**src/design/smr_pkg.sv**
```systemverilog
// ----------------------------------------------------------------------------
// smr_pkg
// shared constants for the spiral order matrix reader: matrix limits, field
// widths and configuration register indexes
// ----------------------------------------------------------------------------
package smr_pkg;

  localparam int unsigned MAX_ROWS  = 8;
  localparam int unsigned MAX_COLS  = 8;
  localparam int unsigned ROW_W     = $clog2(MAX_ROWS);
  localparam int unsigned COL_W     = $clog2(MAX_COLS);
  localparam int unsigned DEPTH     = MAX_ROWS * MAX_COLS;
  localparam int unsigned ADDR_W    = ROW_W + COL_W;
  localparam int unsigned DATA_W    = 32;
  localparam int unsigned DIM_W     = 4;
  localparam int unsigned CNT_W     = $clog2(DEPTH + 1);
  localparam int unsigned CFG_IDX_W = 2;

  localparam logic [DIM_W-1:0] DIM_RESET = DIM_W'(8);

  localparam logic [CFG_IDX_W-1:0] REG_ROW_COUNT = CFG_IDX_W'(0);
  localparam logic [CFG_IDX_W-1:0] REG_COL_COUNT = CFG_IDX_W'(1);

endpackage

```
**src/design/smr_ram.sv**
```systemverilog
// ----------------------------------------------------------------------------
// smr_ram
// simple dual-port ram: one write port, one read port with registered data
// ----------------------------------------------------------------------------
module smr_ram #(
  parameter int unsigned WIDTH = 32,
  parameter int unsigned DEPTH = 64
) (
  input  logic                     clk_i,
  input  logic                     we_i,
  input  logic [$clog2(DEPTH)-1:0] waddr_i,
  input  logic [WIDTH-1:0]         wdata_i,
  input  logic                     re_i,
  input  logic [$clog2(DEPTH)-1:0] raddr_i,
  output logic [WIDTH-1:0]         rdata_o
);

  logic [WIDTH-1:0] mem_q [DEPTH];
  logic [WIDTH-1:0] rdata_q;

  always_ff @(posedge clk_i) begin
    if (we_i) begin
      mem_q[waddr_i] <= wdata_i;
    end
    // read data holds while no read is issued
    if (re_i) begin
      rdata_q <= mem_q[raddr_i];
    end
  end

  assign rdata_o = rdata_q;

endmodule

```
**src/design/spiral_order_matrix_reader_core.sv**
```systemverilog
// ----------------------------------------------------------------------------
// spiral_order_matrix_reader_core
// loading takes one element per cycle while the input is ready; the final
// element starts the spiral; results pass the ram read and output registers,
// one per cycle while the receiver is ready, set by the single ram read port
// input is held off until the last result of the spiral has transferred
// reset (async, active low) clears counters and sets both sizes to 8; the
// matrix ram is not cleared
// ----------------------------------------------------------------------------
module spiral_order_matrix_reader_core (
  input  logic                                clk_i,
  input  logic                                rst_ni,
  input  logic                                in_valid_i,
  output logic                                in_ready_o,
  input  logic signed [smr_pkg::DATA_W-1:0]   element_value_i,
  output logic                                out_valid_o,
  input  logic                                out_ready_i,
  output logic signed [smr_pkg::DATA_W-1:0]   out_value_o,
  output logic        [smr_pkg::ROW_W-1:0]    out_row_o,
  output logic        [smr_pkg::COL_W-1:0]    out_col_o,
  output logic                                is_last_o,
  input  logic                                cfg_valid_i,
  output logic                                cfg_ready_o,
  input  logic        [smr_pkg::CFG_IDX_W-1:0] cfg_index_i,
  input  logic        [smr_pkg::DIM_W-1:0]    cfg_data_i
);

  typedef enum logic [1:0] {
    DIR_RIGHT,
    DIR_DOWN,
    DIR_LEFT,
    DIR_UP
  } dir_e;

  // configuration
  logic [smr_pkg::DIM_W-1:0] row_count_q, row_count_d;
  logic [smr_pkg::DIM_W-1:0] col_count_q, col_count_d;

  // load position
  logic [smr_pkg::ROW_W-1:0] ld_row_q, ld_row_d;
  logic [smr_pkg::COL_W-1:0] ld_col_q, ld_col_d;

  // spiral walker
  logic                      busy_q, busy_d;
  logic                      gen_active_q, gen_active_d;
  dir_e                      dir_q, dir_d;
  logic [smr_pkg::ROW_W-1:0] pos_row_q, pos_row_d;
  logic [smr_pkg::COL_W-1:0] pos_col_q, pos_col_d;
  logic [smr_pkg::ROW_W-1:0] top_q, top_d, bot_q, bot_d;
  logic [smr_pkg::COL_W-1:0] lft_q, lft_d, rgt_q, rgt_d;
  logic [smr_pkg::CNT_W-1:0] remain_q, remain_d;

  // read stage (ram output register) and output register
  logic                      s1_valid_q, s1_valid_d;
  logic [smr_pkg::ROW_W-1:0] s1_row_q, s1_row_d;
  logic [smr_pkg::COL_W-1:0] s1_col_q, s1_col_d;
  logic                      s1_last_q, s1_last_d;
  logic                      out_valid_q, out_valid_d;
  logic [smr_pkg::DATA_W-1:0] out_value_q, out_value_d;
  logic [smr_pkg::ROW_W-1:0] out_row_q, out_row_d;
  logic [smr_pkg::COL_W-1:0] out_col_q, out_col_d;
  logic                      out_last_q, out_last_d;

  logic [smr_pkg::DIM_W-1:0]  eff_rows, eff_cols;
  logic [smr_pkg::ROW_W-1:0]  rows_m1;
  logic [smr_pkg::COL_W-1:0]  cols_m1;
  logic [smr_pkg::CNT_W-1:0]  total;
  logic                       size_zero;
  logic                       in_xfer, cfg_xfer, out_xfer;
  logic                       ld_we, start;
  logic                       out_adv, s1_move, issue;
  logic [smr_pkg::DATA_W-1:0] ram_rdata;

  assign eff_rows  = (row_count_q > smr_pkg::DIM_W'(smr_pkg::MAX_ROWS)) ?
                     smr_pkg::DIM_W'(smr_pkg::MAX_ROWS) : row_count_q;
  assign eff_cols  = (col_count_q > smr_pkg::DIM_W'(smr_pkg::MAX_COLS)) ?
                     smr_pkg::DIM_W'(smr_pkg::MAX_COLS) : col_count_q;
  assign rows_m1   = smr_pkg::ROW_W'(eff_rows - smr_pkg::DIM_W'(1));
  assign cols_m1   = smr_pkg::COL_W'(eff_cols - smr_pkg::DIM_W'(1));
  assign total     = smr_pkg::CNT_W'(eff_rows) * smr_pkg::CNT_W'(eff_cols);
  assign size_zero = (eff_rows == '0) || (eff_cols == '0);

  assign in_ready_o  = !busy_q;
  assign cfg_ready_o = !busy_q;
  assign in_xfer     = in_valid_i && in_ready_o;
  assign cfg_xfer    = cfg_valid_i && cfg_ready_o;
  assign out_xfer    = out_valid_q && out_ready_i;

  assign ld_we = in_xfer && !size_zero;
  assign start = ld_we && (ld_col_q == cols_m1) && (ld_row_q == rows_m1);

  assign out_adv = !out_valid_q || out_ready_i;
  assign s1_move = s1_valid_q && out_adv;
  assign issue   = gen_active_q && (!s1_valid_q || out_adv);

  smr_ram #(
    .WIDTH (smr_pkg::DATA_W),
    .DEPTH (smr_pkg::DEPTH)
  ) u_matrix_ram (
    .clk_i   (clk_i),
    .we_i    (ld_we),
    .waddr_i ({ld_row_q, ld_col_q}),
    .wdata_i (element_value_i),
    .re_i    (issue),
    .raddr_i ({pos_row_q, pos_col_q}),
    .rdata_o (ram_rdata)
  );

  always_comb begin
    row_count_d  = row_count_q;
    col_count_d  = col_count_q;
    ld_row_d     = ld_row_q;
    ld_col_d     = ld_col_q;
    busy_d       = busy_q;
    gen_active_d = gen_active_q;
    dir_d        = dir_q;
    pos_row_d    = pos_row_q;
    pos_col_d    = pos_col_q;
    top_d        = top_q;
    bot_d        = bot_q;
    lft_d        = lft_q;
    rgt_d        = rgt_q;
    remain_d     = remain_q;
    s1_valid_d   = s1_valid_q;
    s1_row_d     = s1_row_q;
    s1_col_d     = s1_col_q;
    s1_last_d    = s1_last_q;
    out_valid_d  = out_valid_q;
    out_value_d  = out_value_q;
    out_row_d    = out_row_q;
    out_col_d    = out_col_q;
    out_last_d   = out_last_q;

    // register writes restart the load
    if (cfg_xfer) begin
      unique case (cfg_index_i)
        smr_pkg::REG_ROW_COUNT: begin
          row_count_d = cfg_data_i;
          ld_row_d    = '0;
          ld_col_d    = '0;
        end
        smr_pkg::REG_COL_COUNT: begin
          col_count_d = cfg_data_i;
          ld_row_d    = '0;
          ld_col_d    = '0;
        end
        default: begin
        end
      endcase
    end

    if (ld_we) begin
      if (ld_col_q == cols_m1) begin
        ld_col_d = '0;
        ld_row_d = (ld_row_q == rows_m1) ? '0 : ld_row_q + 1'b1;
      end else begin
        ld_col_d = ld_col_q + 1'b1;
      end
    end

    if (start) begin
      busy_d       = 1'b1;
      gen_active_d = 1'b1;
      dir_d        = DIR_RIGHT;
      pos_row_d    = '0;
      pos_col_d    = '0;
      top_d        = '0;
      bot_d        = rows_m1;
      lft_d        = '0;
      rgt_d        = cols_m1;
      remain_d     = total;
    end

    // each side ends by shrinking its bound and turning; the remaining count
    // ends the walk, so a side reached while elements remain is never empty
    if (issue) begin
      s1_row_d  = pos_row_q;
      s1_col_d  = pos_col_q;
      s1_last_d = (remain_q == smr_pkg::CNT_W'(1));
      remain_d  = remain_q - 1'b1;
      if (remain_q == smr_pkg::CNT_W'(1)) begin
        gen_active_d = 1'b0;
      end
      unique case (dir_q)
        DIR_RIGHT: begin
          if (pos_col_q == rgt_q) begin
            top_d     = top_q + 1'b1;
            dir_d     = DIR_DOWN;
            pos_row_d = top_q + 1'b1;
          end else begin
            pos_col_d = pos_col_q + 1'b1;
          end
        end
        DIR_DOWN: begin
          if (pos_row_q == bot_q) begin
            rgt_d     = rgt_q - 1'b1;
            dir_d     = DIR_LEFT;
            pos_col_d = rgt_q - 1'b1;
          end else begin
            pos_row_d = pos_row_q + 1'b1;
          end
        end
        DIR_LEFT: begin
          if (pos_col_q == lft_q) begin
            bot_d     = bot_q - 1'b1;
            dir_d     = DIR_UP;
            pos_row_d = bot_q - 1'b1;
          end else begin
            pos_col_d = pos_col_q - 1'b1;
          end
        end
        DIR_UP: begin
          if (pos_row_q == top_q) begin
            lft_d     = lft_q + 1'b1;
            dir_d     = DIR_RIGHT;
            pos_col_d = lft_q + 1'b1;
          end else begin
            pos_row_d = pos_row_q - 1'b1;
          end
        end
        default: begin
        end
      endcase
    end

    if (issue) begin
      s1_valid_d = 1'b1;
    end else if (s1_move) begin
      s1_valid_d = 1'b0;
    end

    if (out_adv) begin
      out_valid_d = s1_valid_q;
      out_value_d = ram_rdata;
      out_row_d   = s1_row_q;
      out_col_d   = s1_col_q;
      out_last_d  = s1_last_q;
    end

    if (out_xfer && out_last_q) begin
      busy_d = 1'b0;
    end
  end

  always_ff @(posedge clk_i or negedge rst_ni) begin
    if (!rst_ni) begin
      row_count_q  <= smr_pkg::DIM_RESET;
      col_count_q  <= smr_pkg::DIM_RESET;
      ld_row_q     <= '0;
      ld_col_q     <= '0;
      busy_q       <= 1'b0;
      gen_active_q <= 1'b0;
      dir_q        <= DIR_RIGHT;
      remain_q     <= '0;
      s1_valid_q   <= 1'b0;
      out_valid_q  <= 1'b0;
    end else begin
      row_count_q  <= row_count_d;
      col_count_q  <= col_count_d;
      ld_row_q     <= ld_row_d;
      ld_col_q     <= ld_col_d;
      busy_q       <= busy_d;
      gen_active_q <= gen_active_d;
      dir_q        <= dir_d;
      remain_q     <= remain_d;
      s1_valid_q   <= s1_valid_d;
      out_valid_q  <= out_valid_d;
    end
  end

  // payload registers
  always_ff @(posedge clk_i) begin
    pos_row_q   <= pos_row_d;
    pos_col_q   <= pos_col_d;
    top_q       <= top_d;
    bot_q       <= bot_d;
    lft_q       <= lft_d;
    rgt_q       <= rgt_d;
    s1_row_q    <= s1_row_d;
    s1_col_q    <= s1_col_d;
    s1_last_q   <= s1_last_d;
    out_value_q <= out_value_d;
    out_row_q   <= out_row_d;
    out_col_q   <= out_col_d;
    out_last_q  <= out_last_d;
  end

  assign out_valid_o = out_valid_q;
  assign out_value_o = out_value_q;
  assign out_row_o   = out_row_q;
  assign out_col_o   = out_col_q;
  assign is_last_o   = out_last_q;

endmodule

```
**config.mk**
```make
export PLATFORM = sky130hd
export DESIGN_NAME = spiral_order_matrix_reader_core
export DESIGN_NICKNAME = d
export VERILOG_FILES = /design/src/design/smr_pkg.sv /design/src/design/smr_ram.sv /design/src/design/spiral_order_matrix_reader_core.sv
export SDC_FILE = /design/constraint.sdc
export NUM_CORES = 2
export LEC_CHECK = 0
export ABC_AREA = 0
export BUFFER_PORTS_ARGS = -buffer_cell sky130_fd_sc_hd__buf_4
export CAP_MARGIN = 20
export CORE_UTILIZATION = 40
export CTS_CLUSTER_DIAMETER = 30
export CTS_CLUSTER_SIZE = 12
export DETAILED_ROUTE_END_ITERATION = 10
export PLACE_DENSITY = 0.63
export SYNTH_ARGS = -nofsm -noshare
export SYNTH_HDL_FRONTEND = slang
export SYNTH_SLANG_ARGS = --single-unit
```
**constraint.sdc**
```tcl
create_clock -name clk_i -period 4.67 [get_ports clk_i]
set_input_delay 0.467 -clock clk_i [delete_from_list [all_inputs] [get_ports clk_i]]
set_output_delay 0.467 -clock clk_i [all_outputs]
set_load 0.1 [all_outputs]
```
==> results.md <==
- Worst Setup Slack post-DPL: 0.803 ns
- Slew at the pin with the worst max-slew slack: 0.986 ns
- Lkg Pwr: 32.6 nW
- Global-route wire length before repair: 305 mm
- Proportion of synthesized chip area in sequential cells: 0.778
- Number of maximum-capacitance constraint violations: 0
- Period minus WS final: 3.83 ns
- Ratio of final minimum period to clock period: 0.820
- Distinct cells, synth: 66
- Status: finished clean
- Max Used Layer: met5
- Leading cell types by total area after synthesis: edfxtp_1 77%, mux4_2 17%, dfrtp_1 0.75%
- Number of flops mapped to enable cells by yosys: 2126
- Detailed-route wire length: 214 mm
- Sum of routed wire segments on met1: 87.0 mm
- Power per cell area: 502 mW/mm²
- Data required, critical path: 5.29 ns
- Minimum setup slack in the final design: 0.841 ns
- Number of design-rule violations left by the first detailed-router iteration: 5055
- Most used cells in the layout excluding fill and tap cells: 2126 x edfxtp_1, 615 x mux4_2, 440 x clkbuf_16, 213 x buf_4, 78 x clkinv_2
- Die height: 459 µm
- Flip-flop and latch count after synthesis: 2171
- Final antenna-violating net count: 0
- Crit path cell chain: buf_4, mux4_2, a22oi_1, o211ai_1, a21oi_1, nor3_1
- Peak per-stage delay on the critical path: 0.88 ns
- Combined area of all synthesized cells: 0.0834 mm²
- Buffer depth of the longest clock path: 4
- Commonest non-fill, non-tap cell in the layout: edfxtp_1
- Final-report hold violation count: 0
- Synthesized netlist net count: 3657
- Number of CTS-inserted buffers: 432
- Starting density of the core: 0.403
- Clock Pin Slew Worst Setup and Hold Paths: 0.05 ns
- Sink count of the clock tree: 2171
- Number of iterations in the first detailed-routing pass: 6
- Pin count of the biggest net entering global routing: 77
- Relative slew slack: 0.341
- Half-perimeter wire length after placement: 120 mm
- Maximum vdd ir drop: 0.000343 V
- Cell at the slowest stage of the critical path: dfxtp_4
- Area share of the leading cell type in the synthesized netlist: 0.766
- Worst setup SP type: flip-flop
- Achievable frequency: 0.261 GHz
- Vias in the first global route: 41200
- Insertion delay of the later-clocked pin in the worst-skew pair: 0.97 ns
- Count of boundary I/O pins: 85
- Post-route clock skew: 0.0743 ns
- Detailed-routed wire length on met3: 19.3 mm
- Type of the tightest min-delay check: in2reg
- Area of the core region: 0.207 mm²
- Overall power: 51.8 mW
- Leftover overflow at the end of global routing: 0
- Endpoint type of the worst setup path: flip-flop
- Vias: 40800
- Data arrival time at the worst-slack endpoint: 4.45 ns
- Post-CTS resize count: 0
- Yosys top cell by area: edfxtp_1
- Met2 routed wirelength: 103 mm
- Layout fillers: 16100
- Wire per inst: 29.7 µm
- Site Rows: 167
- Synthesis-to-finish area growth: 23.7%
- Most common flop cell mapped by yosys: edfxtp_1
- Post-route DRC: 0
- Async S/R FF share, synth: 0.0124
- Crit path max fanout: 29
- Average footprint of a synthesized cell: 23.2 µm²
- Clock tree from TritonCTS: built
- Final Setup Violations: 0
- Count of H-tree levels built during CTS: 5
- Final-layout setup total negative slack: 0 ns
- Die area: 0.210 mm²
- Average vias per placed instance: 5.65
- Yosys synthesis warning count: 0
- Number of nets in the layout: 4156
- Initial antenna violation count: 16
- Gpl congestion: 0.816
- Fraction of final layout cells with drive strength greater than 1: 0.368
- Setup repair after global routing missed its margin: no
- Number of instances in the synthesized netlist: 3586
- Root buf cell: clkbuf_16
- Port buffer count: 84
- Global routing usage summed across all routing layers: 0.204
- Crit Path Class: reg2reg
- Die boundary width: 459 µm
- Count of final max-slew check failures: 0
==> cells by family after synthesis <==
family          synth area share
compound gates            0.0145
xor+xnor                 0.00342
fa+ha+maj                0.00456
buf+inv                   0.0118
flops                      0.778
mux                        0.170
simple gates              0.0171
==> cells in the mapped netlist, types with 4 or more instances <==
cell and number:
and2_1 8, a21oi_1 47, dfxtp_1 18, mux2_2 7, o21ai_0 19, a211oi_1 8, edfxtp_1 2126, or3b_2 4
ha_1 24, a22oi_1 36, inv_1 31, nand3b_1 4, mux2i_1 28, buf_4 16, dfrtp_1 25, o211ai_1 26
nor3_1 53, xor2_1 19, fa_1 4, nand2_1 55, buf_1 13, a32oi_1 4, xnor2_1 11, a21o_1 6
and3_1 6, or3_1 4, nor2_1 116, nand3_1 17, nor2b_1 11, mux4_2 615, nand2b_1 11, buf_2 66
clkbuf_1 92, o22ai_1 6
==> power breakdown <==
part,switching [mW],total (mW),internal (mW)
Clock,9.85,30.0,20.1
Sequential,0.00225,21.4,21.4
Combinational,0.352,0.387,0.0344
Total,10.2,51.8,41.6
==> metrics by stage <==
step | hold WS, ns | instance area [µm²] | utilization | instances
2_1_floorplan | 0.171 | 83400 | - | 3586
3_3_place_gp | 0.404 | 88700 | 0.428 | 6427
3_5_place_dp | 0.407 | 88700 | 0.428 | 6427
4_1_cts | 0.0310 | 103000 | 0.498 | 7218
5_1_grt | 0.0903 | 103000 | 0.498 | 7220
6_report | 0.0950 | 103000 | 0.498 | 7226
==> what timing repair did <==
action,4_1_cts,5_1_grt
endpoints found under the hold margin,39,0
hold buffers,12,0
buffers inserted,0,0
==> state kept, by name (all words and copies together), names as in the netlist, 2 cells and up <==
| signal | flops |
|---|---|
| bot_q | 3 |
| col_count_q | 4 |
| dir_q | 2 |
| ld_col_q | 3 |
| ld_row_q | 3 |
| lft_q | 3 |
| out_col_o | 3 |
| out_row_o | 3 |
| out_value_o | 32 |
| pos_col_q | 3 |
| pos_row_q | 3 |
| remain_q | 7 |
| rgt_q | 3 |
| row_count_q | 4 |
| s1_col_q | 3 |
| s1_row_q | 3 |
| top_q | 3 |
| u_matrix_ram.mem_q | 2048 |
| u_matrix_ram.rdata_o | 32 |
==> final timing paths <==
check                              startpoint                  endpoint  slack (ns)  cells past startpoint
max                              pos_col_q[0]   u_matrix_ram.rdata_o[0]        0.84                      6
min in group asynchronous              rst_ni               remain_q[0]        0.49                      3
max in group asynchronous              rst_ni               remain_q[5]        2.58                      4
min                        element_value_i[5]  u_matrix_ram.mem_q[4][5]         0.1                      1
min reg2reg                       s1_col_q[1]              out_col_o[1]        0.41                      0
max reg2reg                      pos_col_q[0]   u_matrix_ram.rdata_o[0]        0.84                      6
==> metal layers <==
| metal | up-vias | global-route usage |
|---|---|---|
| met5 | - | 0 |
| met4 | 4 | 0.0596 |
| met3 | 302 | 0.0450 |
| met2 | 1983 | 0.317 |
| met1 | 22100 | 0.289 |
| li1 | 16500 | - |
==> worst max-delay path: cells and delay by family (launching register included) <==
| kind | cells | cell delay [ns] |
|---|---|---|
| AOI/OAI and AO/OA | 3 | 1.23 |
| buffers and inverters | 1 | 0.62 |
| DFF | 1 | 0.88 |
| muxes | 1 | 0.59 |
| and+or+nand+nor | 1 | 0.17 |
==> layout make-up <==
type                    instances  area, µm²  area share
diodes                          8       20.0    0.000194
clock buffers                 481      11200       0.109
clock inverters               298       3120      0.0303
inverters                      33        131     0.00127
multi-input cells            1194      18000       0.175
flip-flops and latches       2171      64900       0.629
well taps                    2788       3490      0.0338
repair buffers                253       2280      0.0221
Power figures use the tool's default switching activity.
